[src/rtl/alqs_pkg.sv]
`timescale 1ns / 1ps

package alqs_pkg;

  // operation codes
  localparam logic [1:0] OP_INSERT = 2'd0;
  localparam logic [1:0] OP_REMOVE = 2'd1;
  localparam logic [1:0] OP_CLEAR  = 2'd2;
  localparam logic [1:0] OP_READ   = 2'd3;

  // structure kinds, the unused code behaves as a stack
  localparam logic [1:0] KIND_LIST  = 2'd0;
  localparam logic [1:0] KIND_QUEUE = 2'd1;
  localparam logic [1:0] KIND_STACK = 2'd2;

  // result status codes
  localparam logic [1:0] ST_OK       = 2'd0;
  localparam logic [1:0] ST_FULL     = 2'd1;
  localparam logic [1:0] ST_EMPTY    = 2'd2;
  localparam logic [1:0] ST_NOTFOUND = 2'd3;

  typedef logic [1:0] kind_t;

  typedef struct packed {
    logic [1:0]         operation;
    logic signed [31:0] value;
    logic [3:0]         index;
  } req_t;

  typedef struct packed {
    logic [1:0]         status;
    logic signed [31:0] data_out;
    logic [4:0]         count;
  } rsp_t;

endpackage

[src/rtl/alqs_chan_if.sv]
`timescale 1ns / 1ps

interface alqs_chan_if #(
  parameter type T = logic
);
  logic valid;
  logic ready;
  T     data;

  modport source (output valid, output data, input ready);
  modport sink (input valid, input data, output ready);
endinterface

[src/rtl/alqs_ram.sv]
`timescale 1ns / 1ps

module alqs_ram #(
  parameter int WIDTH = 32,
  parameter int DEPTH = 16,
  localparam int AW = (DEPTH > 1) ? $clog2(DEPTH) : 1
) (
  input  logic             clk,
  input  logic             we,
  input  logic [AW-1:0]    waddr,
  input  logic [WIDTH-1:0] wdata,
  input  logic [AW-1:0]    raddr,
  output logic [WIDTH-1:0] rdata
);

  logic [WIDTH-1:0] mem [DEPTH];

  always_ff @(posedge clk) begin
    if (we) begin
      mem[waddr] <= wdata;
    end
    rdata <= mem[raddr];
  end

endmodule

[src/rtl/alqs_ctrl.sv]
`timescale 1ns / 1ps

module alqs_ctrl
  import alqs_pkg::*;
#(
  parameter int CAPACITY = 16
) (
  input  logic                             clk,
  input  logic                             rst,
  input  kind_t                            structure_kind,
  alqs_chan_if.sink                        req,
  output logic                             res_valid,
  input  logic                             res_ready,
  output rsp_t                             res,
  output logic                             mem_we,
  output logic [$clog2(CAPACITY)-1:0]      mem_waddr,
  output logic [31:0]                      mem_wdata,
  output logic [$clog2(CAPACITY)-1:0]      mem_raddr,
  input  logic [31:0]                      mem_rdata
);

  localparam int AW = $clog2(CAPACITY);
  localparam int CW = $clog2(CAPACITY + 1);

  typedef enum logic [3:0] {
    S_IDLE,
    S_PUT,
    S_FIND_FWD,
    S_FIND_BWD,
    S_UP,
    S_UP_LAST,
    S_DN,
    S_DN_LAST,
    S_HEAD_RD,
    S_HEAD_CAP,
    S_RD_ISSUE,
    S_RD_CAP,
    S_DONE
  } state_t;

  state_t      state;
  logic [CW-1:0] cnt;
  logic [CW-1:0] ptr;
  logic [CW-1:0] lag;
  logic          lag_ok;
  logic [CW-1:0] pos;
  logic [31:0]   val_r;
  logic [1:0]    status_r;
  logic [31:0]   data_r;

  logic [CW-1:0]   cnt_m1;
  logic [CW-1:0]   lag_up;
  logic [CW-1:0]   lag_dn;
  logic            full;
  logic [CW+3:0]   idx_w;
  logic [CW+3:0]   cnt_cmp;
  logic [CW+4:0]   cnt_w;

  assign cnt_m1  = cnt - CW'(1);
  assign lag_up  = lag + CW'(1);
  assign lag_dn  = lag - CW'(1);
  assign full    = (cnt == CW'(CAPACITY));
  assign idx_w   = {{CW{1'b0}}, req.data.index};
  assign cnt_cmp = {4'd0, cnt};
  assign cnt_w   = {5'd0, cnt};

  assign req.ready = (state == S_IDLE);
  assign res_valid = (state == S_DONE);
  assign res       = '{status: status_r, data_out: data_r, count: cnt_w[4:0]};

  // one read issued per cycle at ptr, its data comes back from the registered RAM read tagged by lag
  assign mem_raddr = ptr[AW-1:0];

  always_comb begin
    mem_we    = 1'b0;
    mem_waddr = lag_up[AW-1:0];
    mem_wdata = mem_rdata;
    unique case (state)
      S_PUT: begin
        mem_we    = 1'b1;
        mem_waddr = pos[AW-1:0];
        mem_wdata = val_r;
      end
      S_UP, S_UP_LAST: begin
        mem_we    = lag_ok;
        mem_waddr = lag_up[AW-1:0];
      end
      S_DN, S_DN_LAST: begin
        mem_we    = lag_ok;
        mem_waddr = lag_dn[AW-1:0];
      end
      default: begin
        mem_we = 1'b0;
      end
    endcase
  end

  always_ff @(posedge clk) begin
    if (rst) begin
      state  <= S_IDLE;
      cnt    <= '0;
      lag_ok <= 1'b0;
    end else begin
      unique case (state)
        S_IDLE: begin
          if (req.valid) begin
            val_r    <= req.data.value;
            status_r <= ST_OK;
            data_r   <= '0;
            lag_ok   <= 1'b0;
            unique case (req.data.operation)
              OP_INSERT: begin
                if (full) begin
                  status_r <= ST_FULL;
                  state    <= S_DONE;
                end else if (structure_kind == KIND_QUEUE) begin
                  pos   <= cnt;
                  state <= S_PUT;
                end else if (cnt == '0) begin
                  pos   <= '0;
                  state <= S_PUT;
                end else if (structure_kind == KIND_LIST) begin
                  ptr   <= '0;
                  state <= S_FIND_FWD;
                end else begin
                  pos   <= '0;
                  ptr   <= cnt_m1;
                  state <= S_UP;
                end
              end
              OP_REMOVE: begin
                if (cnt == '0) begin
                  status_r <= ST_EMPTY;
                  state    <= S_DONE;
                end else if (structure_kind == KIND_LIST) begin
                  ptr   <= cnt_m1;
                  state <= S_FIND_BWD;
                end else begin
                  ptr   <= '0;
                  state <= S_HEAD_RD;
                end
              end
              OP_CLEAR: begin
                cnt   <= '0;
                state <= S_DONE;
              end
              OP_READ: begin
                // slots at or past the fill count read as zero
                if (idx_w >= cnt_cmp) begin
                  state <= S_DONE;
                end else begin
                  ptr   <= idx_w[CW-1:0];
                  state <= S_RD_ISSUE;
                end
              end
            endcase
          end
        end
        S_PUT: begin
          cnt   <= cnt + CW'(1);
          state <= S_DONE;
        end
        S_FIND_FWD: begin
          // first slot not below the new value
          if (lag_ok && !($signed(val_r) > $signed(mem_rdata))) begin
            pos    <= lag;
            ptr    <= cnt_m1;
            lag_ok <= 1'b0;
            state  <= S_UP;
          end else if (lag_ok && lag == cnt_m1) begin
            pos   <= cnt;
            state <= S_PUT;
          end else begin
            lag    <= ptr;
            lag_ok <= 1'b1;
            ptr    <= ptr + CW'(1);
          end
        end
        S_UP: begin
          lag    <= ptr;
          lag_ok <= 1'b1;
          if (ptr == pos) begin
            state <= S_UP_LAST;
          end else begin
            ptr <= ptr - CW'(1);
          end
        end
        S_UP_LAST: begin
          state <= S_PUT;
        end
        S_FIND_BWD: begin
          // match nearest the tail wins
          if (lag_ok && mem_rdata == val_r) begin
            data_r <= val_r;
            if (lag == cnt_m1) begin
              cnt   <= cnt_m1;
              state <= S_DONE;
            end else begin
              ptr    <= lag_up;
              lag_ok <= 1'b0;
              state  <= S_DN;
            end
          end else if (lag_ok && lag == '0) begin
            status_r <= ST_NOTFOUND;
            state    <= S_DONE;
          end else begin
            lag    <= ptr;
            lag_ok <= 1'b1;
            ptr    <= ptr - CW'(1);
          end
        end
        S_HEAD_RD: begin
          state <= S_HEAD_CAP;
        end
        S_HEAD_CAP: begin
          data_r <= mem_rdata;
          if (cnt == CW'(1)) begin
            cnt   <= cnt_m1;
            state <= S_DONE;
          end else begin
            ptr    <= CW'(1);
            lag_ok <= 1'b0;
            state  <= S_DN;
          end
        end
        S_DN: begin
          lag    <= ptr;
          lag_ok <= 1'b1;
          if (ptr == cnt_m1) begin
            state <= S_DN_LAST;
          end else begin
            ptr <= ptr + CW'(1);
          end
        end
        S_DN_LAST: begin
          cnt   <= cnt_m1;
          state <= S_DONE;
        end
        S_RD_ISSUE: begin
          state <= S_RD_CAP;
        end
        S_RD_CAP: begin
          data_r <= mem_rdata;
          state  <= S_DONE;
        end
        S_DONE: begin
          if (res_ready) begin
            state <= S_IDLE;
          end
        end
        default: begin
          state <= S_IDLE;
        end
      endcase
    end
  end

endmodule

[src/rtl/array_list_queue_stack.sv]
`timescale 1ns / 1ps

// Fixed-capacity store of signed 32-bit entries that works as a sorted list, a
// FIFO queue or a LIFO stack, picked by the kind register on the cfg channel
// (write it only while no operation is in flight). Each transfer on req is one
// operation (insert, remove, clear, read) and gives exactly one transfer on rsp
// with status, data_out and the entry count afterward. Entries live in one
// single-port-read, single-port-write RAM with a registered read, and every
// insert or remove that moves entries walks them one per cycle through that
// RAM, so the time an operation takes depends on the operation and, where
// entries move, on the fill count n: stack insert and head remove shift the
// entries, list insert does a forward scan for the position, then the shift
// up from the tail, and list remove does a backward scan for the match, then
// the shift down. No clearing pass is needed after reset or clear: slots
// past the fill count always read as zero. A finished result sits in an
// output register, so the next operation is taken while it waits on rsp.
module array_list_queue_stack
  import alqs_pkg::*;
#(
  parameter int CAPACITY = 16
) (
  input  logic         clk,
  input  logic         rst,
  alqs_chan_if.sink    req,
  alqs_chan_if.source  rsp,
  alqs_chan_if.sink    cfg
);

  localparam int AW = $clog2(CAPACITY);

  kind_t           structure_kind;
  logic            res_valid;
  logic            res_ready;
  rsp_t            res;
  logic            mem_we;
  logic [AW-1:0]   mem_waddr;
  logic [31:0]     mem_wdata;
  logic [AW-1:0]   mem_raddr;
  logic [31:0]     mem_rdata;

  assign cfg.ready = 1'b1;

  always_ff @(posedge clk) begin
    if (rst) begin
      structure_kind <= KIND_LIST;
    end else if (cfg.valid) begin
      structure_kind <= cfg.data;
    end
  end

  // output register frees the sequencer while a result waits
  assign res_ready = !rsp.valid || rsp.ready;

  always_ff @(posedge clk) begin
    if (rst) begin
      rsp.valid <= 1'b0;
    end else if (res_ready) begin
      rsp.valid <= res_valid;
    end
    if (res_valid && res_ready) begin
      rsp.data <= res;
    end
  end

  alqs_ctrl #(
    .CAPACITY (CAPACITY)
  ) u_ctrl (
    .clk            (clk),
    .rst            (rst),
    .structure_kind (structure_kind),
    .req            (req),
    .res_valid      (res_valid),
    .res_ready      (res_ready),
    .res            (res),
    .mem_we         (mem_we),
    .mem_waddr      (mem_waddr),
    .mem_wdata      (mem_wdata),
    .mem_raddr      (mem_raddr),
    .mem_rdata      (mem_rdata)
  );

  alqs_ram #(
    .WIDTH (32),
    .DEPTH (CAPACITY)
  ) u_entries (
    .clk   (clk),
    .we    (mem_we),
    .waddr (mem_waddr),
    .wdata (mem_wdata),
    .raddr (mem_raddr),
    .rdata (mem_rdata)
  );

endmodule

[src/flat_wrapper.sv]
// flat-port wrapper written by rule: the top's interface ports become plain ports
module array_list_queue_stack_flat import alqs_pkg::*;
#(
  parameter int CAPACITY = 16
)
  (clk, rst, req_valid, req_data, req_ready, rsp_valid, rsp_data, rsp_ready, cfg_valid, cfg_data, cfg_ready);
  alqs_chan_if #(.T(req_t)) req_i ();
  alqs_chan_if #(.T(rsp_t)) rsp_i ();
  alqs_chan_if #(.T(kind_t)) cfg_i ();
  input  logic clk;
  input  logic rst;
  input wire logic [$bits(req_i.valid)-1:0] req_valid;
  input wire logic [$bits(req_i.data)-1:0] req_data;
  output wire logic [$bits(req_i.ready)-1:0] req_ready;
  output wire logic [$bits(rsp_i.valid)-1:0] rsp_valid;
  output wire logic [$bits(rsp_i.data)-1:0] rsp_data;
  input wire logic [$bits(rsp_i.ready)-1:0] rsp_ready;
  input wire logic [$bits(cfg_i.valid)-1:0] cfg_valid;
  input wire logic [$bits(cfg_i.data)-1:0] cfg_data;
  output wire logic [$bits(cfg_i.ready)-1:0] cfg_ready;
  assign req_i.valid = req_valid;
  assign req_i.data = req_data;
  assign req_ready = req_i.ready;
  assign rsp_valid = rsp_i.valid;
  assign rsp_data = rsp_i.data;
  assign rsp_i.ready = rsp_ready;
  assign cfg_i.valid = cfg_valid;
  assign cfg_i.data = cfg_data;
  assign cfg_ready = cfg_i.ready;
  array_list_queue_stack #(.CAPACITY(CAPACITY)) u_core (.clk(clk), .rst(rst), .req(req_i), .rsp(rsp_i), .cfg(cfg_i));
endmodule
[config.mk]
export PLATFORM = sky130hd
export DESIGN_NAME = array_list_queue_stack_flat
export DESIGN_NICKNAME = d
export VERILOG_FILES = /design/src/rtl/alqs_pkg.sv /design/src/rtl/alqs_chan_if.sv /design/src/rtl/alqs_ram.sv /design/src/rtl/alqs_ctrl.sv /design/src/rtl/array_list_queue_stack.sv /design/src/flat_wrapper.sv
export SDC_FILE = /design/constraint.sdc
export NUM_CORES = 1
export LEC_CHECK = 0
export BUFFER_PORTS_ARGS = -buffer_cell sky130_fd_sc_hd__buf_2
export CAP_MARGIN = 40
export CORE_AREA = 3 3 280 227
export CTS_CLUSTER_SIZE = 14
export DETAILED_ROUTE_END_ITERATION = 7
export DIE_AREA = 0 0 283 230
export PLACE_DENSITY = 0.65
export SYNTH_ARGS = -nofsm -noshare
export SYNTH_HDL_FRONTEND = slang
export SYNTH_SLANG_ARGS = --single-unit
export TNS_END_PERCENT = 10
[constraint.sdc]
create_clock -name clk -period 18.1 [get_ports clk]
set_input_delay 1.81 -clock clk [delete_from_list [all_inputs] [get_ports clk]]
set_output_delay 1.81 -clock clk [all_outputs]
set_load 0.02 [all_outputs]
* Word-level counts from Yosys, hierarchy flattened
Memory sizes are Yosys's and may differ from the RTL's. A register that Yosys moved wholly into a read port is not among the register bits.
Index checks and enable logic that the tools add are counted.
** Word-level totals
- Bits in registers :: 133
- Bits in writable memories :: 512
- Input bits :: 45
- Word-level logic and storage cells :: 190
- Memories :: 1
** Memories
- u_core.u_entries.mem :: depth 16, width 32, rd ports 1, clocked after memory_dff 1, wr ports 1, RTL line alqs_ram.sv:16 : logic [WIDTH-1:0] mem [DEPTH];
** Operators by class
- $add $sub $neg :: 6
- Order comparisons :: 2
- Equal/unequal tests :: 52
- Muxes and demuxes :: 80
- Bitwise gates (word level) :: 1
- Reduce and logical (&&, ||, !) cells :: 34
** Operators with widths (number)
- $mux 5 :: 33
- $mux 32 :: 3
- $pmux 32 s3 :: 1
- $mux 4 :: 13
- $pmux 4 s11 :: 1
- $eq 32x32->1 :: 1
- $gt 32x32->1 :: 1
- $ne 2x2->1 const B :: 16
- $ne 3x3->1 const B :: 10
- $pmux 5 s3 :: 2
- $pmux 5 s6 :: 1
- $pmux 5 s5 :: 1
- $reduce_and 6->1 :: 4
- $eq 4x4->1 const B :: 5
- $eq 4x3->1 const B :: 4
- $pmux 4 s4 :: 1
- $add 5x1->5 const B :: 3
- $eq 5x5->1 :: 3
- $reduce_and 15->1 :: 1
- $mux 3 :: 4
- $logic_not 5->1 :: 2
- $mux 1 :: 10
- $pmux 5 s2 :: 1
- $reduce_bool 5->1 :: 2
- other kinds (33) :: 52

* Longest topological paths before layout
Gate-level depths: netlist of run 1.
- Depth in word-level cells :: 8
- Gate-level depth with buffers :: 12
- Mapped depth without buffers :: 10

* Hierarchy
A second synthesis of run 1 with hierarchy kept.
** Unflattened totals
- Cells, all modules :: 1551
- Area, all modules :: 27398.8 sq um
** By module, submodules not included
- alqs_ram :: instances 1, cells each 838, area each 19854.0 sq um, sequential area each 16015.4 sq um
- alqs_ctrl :: instances 1, cells each 661, area each 6246.0 sq um, sequential area each 2632.5 sq um
- array_list_queue_stack :: instances 1, cells each 52, area each 1298.7 sq um, sequential area each 1231.2 sq um

* Worst setup path after synthesis of run 1
OpenSTA, ideal clock, no wires.
- Path kind :: input to register
- Start point :: input rst
- End point :: register u_core.u_ctrl.data_r[0], enable pin
- Data arrival time :: 7050 ps
- Setup slack :: 10456 ps
- Cell stages on the path :: 2
- Cells stage by stage :: clkbuf_1 -> a2111oi_0
** On the way
- Longest elaborated chain between the ends :: 2
** Ends and longest elaborated chain
- from (decl) :: RTL line flat_wrapper.sv:11 : input logic rst;
- $not 1->1 (no source line)
- $reduce_and 4->1 (no source line)
- to (signal assigned) :: RTL line alqs_ctrl.sv:194 : data_r <= val_r;
- to (signal assigned) :: RTL line alqs_ctrl.sv:216 : data_r <= mem_rdata;
- to (signal assigned) :: RTL line alqs_ctrl.sv:243 : data_r <= mem_rdata;
- to (decl) :: RTL line alqs_ctrl.sv:49 : logic [31:0] data_r;
No other way between the ends.
A chain may end at the register's enable or synchronous reset.

* Worst setup path in the final report of run 1
- Start point :: register u_core.u_ctrl.state[2]
- End point :: output req_ready
** On the way
- Longest elaborated chain between the ends :: 1
** Ends and longest elaborated chain
- from (decl) :: RTL line alqs_ctrl.sv:41 : state_t state;
- from (signal assigned) :: RTL line alqs_ctrl.sv:100 : state <= S_IDLE;
- from (signal assigned) :: RTL line alqs_ctrl.sv:115 : state <= S_DONE;
- from (signal assigned) :: RTL line alqs_ctrl.sv:118 : state <= S_PUT;
- $logic_not 4->1 :: RTL line alqs_ctrl.sv:67 : assign req.ready = (state == S_IDLE);
- to (decl) :: RTL line flat_wrapper.sv:14 : output wire logic [$bits(req_i.ready)-1:0] req_ready;
No other way between the ends.

==> results of run 1 <==
[worst max-delay path by stage]
stage                                        startpoint                                 to  cells after the start
global placement                            req_data[0]     u_core.u_ctrl.ptr[1]$_DFFE_PP_                     11
finish              u_core.u_ctrl.state[2]$_SDFFE_PP0P_                          req_ready                      4
CTS                 u_core.u_ctrl.state[2]$_SDFFE_PP0P_                          req_ready                      4
global route        u_core.u_ctrl.state[2]$_SDFFE_PP0P_                          req_ready                      4
detailed placement                          req_data[0]     u_core.u_ctrl.ptr[2]$_DFFE_PP_                     11
floorplan                                           rst  u_core.u_ctrl.data_r[0]$_DFFE_PP_                      2
[registers in the layout, indices dropped and copies added, names as in the netlist]
signal / count
u_core.u_ctrl.lag_ok: 1
u_core.structure_kind: 2
u_core.u_ctrl.cnt: 5
u_core.u_ctrl.ptr: 5
u_core.u_ctrl.state: 4
u_core.u_entries.rdata: 32
u_core.rsp.valid: 1
u_core.rsp.data: 39
u_core.u_entries.mem: 512
u_core.u_ctrl.val_r: 32
u_core.u_ctrl.data_r: 32
u_core.u_ctrl.status_r: 2
u_core.u_ctrl.pos: 5
u_core.u_ctrl.lag: 5
[layout by cell type, fill, tap and decap left out, drive strengths merged, types with 5 or more instances in the layout]
| master | n |
|---|---|
| edfxtp | 632 |
| mux4 | 160 |
| buf | 157 |
| clkbuf | 84 |
| nand2 | 79 |
| nor2 | 64 |
| o21ai | 62 |
| inv | 47 |
| dfxtp | 45 |
| ha | 44 |
| a21oi | 40 |
| a22o | 31 |
| clkinv | 31 |
| nand3 | 20 |
| xnor2 | 16 |
| nand4 | 11 |
| nor3 | 11 |
| nand2b | 10 |
| xor2 | 9 |
| mux2i | 9 |
| a31oi | 8 |
| a211oi | 7 |
| and3 | 5 |
| a32oi | 5 |
| bufinv | 5 |
| nor2b | 5 |
| nor4 | 5 |
| nor3b | 5 |
[power by group]
part	leakage, nW	switching, mW	internal, mW
registers	6.10	0.0835	2.14
clock network	1.06	0.582	0.793
logic	3.33	0.883	0.556
[final cells by class]
class	instances	area [um^2]	area share (%)
repair buffers	157	1190	3.76
multi-input cells	672	7190	22.7
flip-flops and latches	677	19900	62.8
well taps	830	1040	3.28
inverters	45	169	0.534
clock buffers	84	1830	5.77
clock inverters	41	360	1.14
[kinds of logic after synthesis]
| group | share of synthesized area (%) |
|---|---|
| buffers and inverters | 1.81 |
| flip-flops | 72.6 |
| adder cells (fa/ha/maj) | 2.01 |
| AND/OR/NAND/NOR | 4.00 |
| AO/OA/AOI/OAI | 5.04 |
| multiplexers | 13.5 |
| XOR/XNOR | 1.05 |
| other | 0.0137 |
[metrics by stage]
step / instance area, um^2 / cells / worst slack (ns)
6_report: 31600 / 2506 / 13.92
5_1_grt: 31600 / 2506 / 13.75
4_1_cts: 31600 / 2505 / 13.87
3_5_place_dp: 29500 / 2380 / 14.20
3_3_place_gp: 29100 / 2360 / 14.17
2_1_floorplan: 27400 / 1475 / 10.46
[cell usage after synthesis, types with 10 or more instances]
master / number
edfxtp_1: 632
mux4_2: 160
nand2_1: 79
nor2_1: 64
o21ai_0: 62
clkbuf_1: 48
dfxtp_1: 45
inv_1: 45
ha_1: 44
a21oi_1: 40
a22o_1: 31
nand3_1: 18
buf_1: 17
xnor2_1: 16
buf_2: 15
nand2b_1: 10
nand4_1: 10
nor3_1: 10
[critical path: stages, from the launching register on]
cell	delay, ns
dfxtp_1	0.84
nor2_1	0.25
nand2_1	0.28
inv_1	0.20
buf_2	0.20
[layer usage]
metal  global-route usage, %  wire [um]
met5                       0          0
met2                    29.7      28500
met4                    4.97       1370
met3                    3.49       3370
met1                    28.2      28100
==> impl_results.md, run 1 <==
* H-Tree Depth at 3
* Setup slack, reg-to-reg at between 10 and 15 ns
* Antenna Cells at 0
* R2R Path End: u_core.u_entries.mem[4][3]$_DFFE_PP_
* Antenna Nets Post-Route at 0
* Worst Hold Class: reg -> reg
* Die height at 230 um
* Leak Pwr at 10.5 nW
* Post-synth EDFFs at 632
* Critical-path maximum fanout at 24
* Share of cells above drive strength 1 at 27.0%
* Pwr per Cell Area at ~160 nW/um^2
* Worst EP required at 16.29 ns
* I/O Pins at 87
* Routed vias/inst at 5.71
* Final HPWL DP at approximately 39,000 um
* Vias in the first global route at 14,572
* #FFs+latches synth at 677
* Slew headroom at ~36%
* Reg2Reg Depth at 9
* First-pass GRT wire length at 93,600 um
* Starting Density at 45.0%
* Clock Sinks at 677
* Core ar. at 60,900 um^2
* Yosys warns at 0
* Final Skew at 0.0210 ns
* # setup viols final at 0
* RSZ-0062 raised after global routing: false
* Initial antenna violation count at 0
* Critical Path AT at 2.37 ns
* Fmax achieved at around 240 MHz
* Beginning of the worst hold path: u_core.u_ctrl.data_r[16]$_DFFE_PP_
* Clock latency on the worst-skew pair at 0.60 ns
* MaxCap Viol Count at 0
* Die area at 65,100 um^2
* Syn nets at 1,564
* Hold buffers post-CTS at 0
* Remaining global-route overflow at 0
* Top FF cell, synth: edfxtp_1
* Worst Setup End Kind: primary output
* Drt pass-1 iters at 6
* Routed WL per cell at 24.5 um
* Clock Path Buffers at 3
* Hold WS at 0.414 ns
* Cts repair resizes at 0
* Total Power at 5.03 mW
* Final Hold Fails at 0
* Worst Setup Start Kind: flop
* Run status: finished, final reports clean
* Synth area leader: edfxtp_1
* Final Util at 52.0%
* Tmin final at approximately 4.2 ns
* FF-to-FF Start: u_core.u_ctrl.state[0]$_SDFFE_PP0P_
* Clk slew on worst S/H paths at 0.06 ns
* Crit Path Class: reg -> out
* Initial DRC Count at 1,406
* Max-slew violation count at 0
* Worst Hold Endpoint: u_core.rsp.data[21]$_DFFE_PP_
* Seq/Total Area, Yosys at 72.6%
* Fillers at between 4,000 and 5,000
* Tot GR Track Use at 19.1%
* Syn Area/Cell at 18.6 um^2
* Synth top area cells: edfxtp_1 69%, mux4_2 13%, dfxtp_1 3.3%, ha_1 2.0%, o21ai_0 1.1%
* TritonCTS clock tree: done
* Worst-Margin Slew at around 0.95 ns
* Layout Nets at 1,710
* Setup TNS at 0 ns
* Setup bufs post-CTS at 0
* Yosys cell types at 74
* GPL Wtd Cong at 0.883
* Row count at 81
* Root Buffer: clkbuf_16
* Post-Syn Area at 27,400 um^2
* I/O Buffers at 85
* Syn Inst Count at 1,475
* Fin crit share at 23.1%
* Number of CTS-inserted buffers at 68
* Pin count of the biggest net entering global routing at 56
* Synth top area share at 69.3%
* Hold depth at 0
* Routed via count at 14,305
* Area growth, synth to finish at 15.5%
* Die Width at around 280 um
* Routed WL at 61,400 um
* Worst IR drop on VDD at 0.0863 mV
* Drt drc at 0
* Post-synthesis async set-or-reset flop share at 0%
Note: power is estimated with default switching activity, not from simulation.
==> inputs of run 2 (changes only) <==
--- a/config.mk
+++ b/config.mk
@@ -11,7 +11,7 @@
 export CTS_CLUSTER_SIZE = 14
 export DETAILED_ROUTE_END_ITERATION = 7
 export DIE_AREA = 0 0 283 230
-export PLACE_DENSITY = 0.65
+export PLACE_DENSITY = 0.67
 export SYNTH_ARGS = -nofsm -noshare
 export SYNTH_HDL_FRONTEND = slang
 export SYNTH_SLANG_ARGS = --single-unit
==> constraint.sdc (replaced) <==
create_clock -name clk -period 3.5 [get_ports clk]
set_input_delay 0.35 -clock clk [delete_from_list [all_inputs] [get_ports clk]]
set_output_delay 0.35 -clock clk [all_outputs]
set_load 0.02 [all_outputs]
==> run 2 against run 1 <==
Clock power grew to 5.2 times the previous value. Combinational power grew to 5.2 times the previous value. Non-clock buffer count is 63 higher. Via count is 1.5% higher. Worst hold slack worse by 0.37 ns. Clock-buffer cell count is 5 higher. Setup slack worse by 14 ns. Flip-flop and latch count stayed put. Routed wire length is 3.6% higher. Highest routed layer unchanged.
==> impl_results.md, run 2 (synthesis results as in run 1) <==
* Run status: finished, final reports clean
* Worst Setup Start Kind: flop
* Hold depth at 3
* Cell Chain, Critical Path: ha_1, nand4_1, nor4_1, buf_4, a21boi_0, o41a_2, o21ai_1, nand2_1, a21bo_2, a2111oi_2, buf_4
* GPL Wtd Cong at a little under 0.9
* RSZ-0062 raised after global routing: false
* Buffers & Inverters on Critical Path at 2
* Levels on crit path at 11
* Slew headroom at 28.8%
* Antenna Nets Post-Route at 0
* Final Hold Fails at 0
* I/O Pins at between 80 and 90
* Top Registers: u_core.u_entries.mem: 512 flops, u_core.rsp.data: 39 flops
* Drt drc at 0
* FF-to-FF Start: u_core.u_ctrl.val_r[13]$_DFFE_PP_
* Final HPWL DP at 36,800 um
* Final std cells w/o fill at around 2,600
* Core ar. at 60,900 um^2
* Pwr per Cell Area at 806 nW/um^2
* Worst Setup End Kind: flop
* Worst Hold Class: in -> reg
* Max-slew violation count at 0
* Initial DRC Count at around 1,300
* Worst IR drop on VDD at 0.435 mV
* TritonCTS clock tree: done
* Worst slack, placed at around 0.094 ns
* Share of cells above drive strength 1 at 27.8%
* Clock Sinks at between 600 and 700
* Die height at between 200 and 250 um
* Root Buffer: clkbuf_16
* Routed vias/inst at 5.66
* Worst EP required at roughly 3.8 ns
* End point of the critical path: u_core.u_ctrl.pos[3]$_DFFE_PP_
* R2R Path End: u_core.u_ctrl.pos[3]$_DFFE_PP_
* Routed WL per cell at 24.7 um
* Commonest non-fill, non-tap cell in the layout: edfxtp_1
* Dpl cells at between 2,000 and 2,500
* Tot GR Track Use at 19.6%
* Final Skew at 0.0371 ns
* Critical Path AT at 3.68 ns
* Pin count of the biggest net entering global routing at 133
* Total Power at 26.0 mW
* Row count at between 80 and 90
* Leak Pwr at 10.8 nW
* Initial antenna violation count at 0
* Fmax achieved at 297 MHz
* First-pass GRT wire length at 94,900 um
* Setup TNS at 0 ns
* Clock latency on the worst-skew pair at 0.63 ns
* Setup ws final at 0.136 ns
* MaxCap Viol Count at 0
* Routed WL at 63,500 um
* Antenna Cells at 0
* Commonest cells after routing, fill and taps aside: 632 x edfxtp_1, 160 x mux4_2, 87 x buf_2
* Starting Density at 45.0%
* Area growth, synth to finish at 17.8%
* # setup viols final at 0
* Max reg flops at 512
* Die Width at 283 um
* Crit path from: u_core.u_ctrl.val_r[13]$_DFFE_PP_
* Slowest stage delay, CP at 0.54 ns
* Crit Path Class: reg -> reg
* Fin crit share at between 90% and 100%
* Vias in the first global route at 14,660
* Setup slack, reg-to-reg at 0.14 ns
* Die area at 65,100 um^2
* Tmin final at 3.36 ns
* Layout Nets at 1,772
* Drt pass-1 iters at 5
* Fillers at 4,766
* Reg2Reg Depth at 11
* Clk slew on worst S/H paths at 0.06 ns
* Routed via count at 14,525
* Delay-heaviest family, CP: compound AO/OA/AOI/OAI gates
* H-Tree Depth at 3
* Number of CTS-inserted buffers at 67
* I/O Buffers at 85
* Clock Path Buffers at 3
* Slowest CP cell: o41a_2
* Most flops, register: u_core.u_entries.mem
* Worst-Margin Slew at approximately 1.1 ns
* Critical-path maximum fanout at 5
* Cell mode on critical path: buf_4
* Remaining global-route overflow at 0
run 2: cell types whose count changed in the layout (fill, tap and decap cells not counted), moves of 7 or more:
cell / previous run / this run
dlygate4sd3_1: 0 / 34
buf_16: 7 / 0
buf_12: 7 / 21
clkbuf_8: 0 / 8
buf_4: 57 / 78
run 2: worst min-delay path, delay by kind of cell:
family	cells	cell delay, ns
mux	1	0.07
simple gates	1	0.08
buf+inv	1	0.10
run 2: worst min path at each step:
stage | to | from
after floorplan | u_core.rsp.data[10]$_DFFE_PP_ | u_core.u_ctrl.data_r[5]$_DFFE_PP_
after global placement | u_core.rsp.data[32]$_DFFE_PP_ | u_core.u_ctrl.data_r[27]$_DFFE_PP_
after detailed placement | u_core.rsp.data[16]$_DFFE_PP_ | u_core.u_ctrl.data_r[11]$_DFFE_PP_
after global routing | u_core.structure_kind[1]$_SDFFE_PP0P_ | cfg_valid
final | u_core.structure_kind[0]$_SDFFE_PP0P_ | cfg_valid
after CTS | u_core.structure_kind[0]$_SDFFE_PP0P_ | cfg_valid
run 2: area by class of cell:
| cell class | count | area, um^2 | area share [%] |
|---|---|---|---|
| Sequential cell | 677 | 19900 | 61.6 |
| Multi-Input combinational cell | 672 | 7200 | 22.3 |
| Tap cell | 830 | 1040 | 3.22 |
| Clock buffer | 89 | 1840 | 5.70 |
| Timing Repair Buffer | 220 | 1780 | 5.52 |
| Clock inverter | 35 | 362 | 1.12 |
| Inverter | 45 | 169 | 0.523 |
run 2: power by group:
part           leakage [nW]  switching, mW  internal (mW)  total [mW]
Sequential             6.10          0.388           11.0        11.4
Combinational          3.61           4.50           2.93        7.43
Clock                  1.07           3.04           4.11        7.15
run 2: per-stage QoR:
step	utilization, %	instance area [um^2]	hold WS [ns]
after floorplan	-	27400	0.400
final	53.0	32300	0.0400
after detailed placement	48.8	29700	0.405
after global placement	48.8	29700	0.406
after CTS	53.0	32300	0.00655
after global routing	53.0	32300	0.0430
run 2: per-layer routing:
| metal | up-vias | part of all wire (%) | global-route usage [%] |
|---|---|---|---|
| met5 | - | 0 | 0 |
| met4 | 0 | 2.4 | 5.47 |
| met3 | 102 | 6.1 | 3.89 |
| met2 | 476 | 46 | 30.3 |
| met1 | 7543 | 45 | 28.7 |
| li1 | 6404 | - | - |
run 2: what timing repair did:
item                                   4_1_cts  5_1_grt
setup endpoints to repair                    0        6
gates resized for setup                      0        1
setup buffers                                0        2
endpoints found under the hold margin       34        0
hold buffers                                34        0
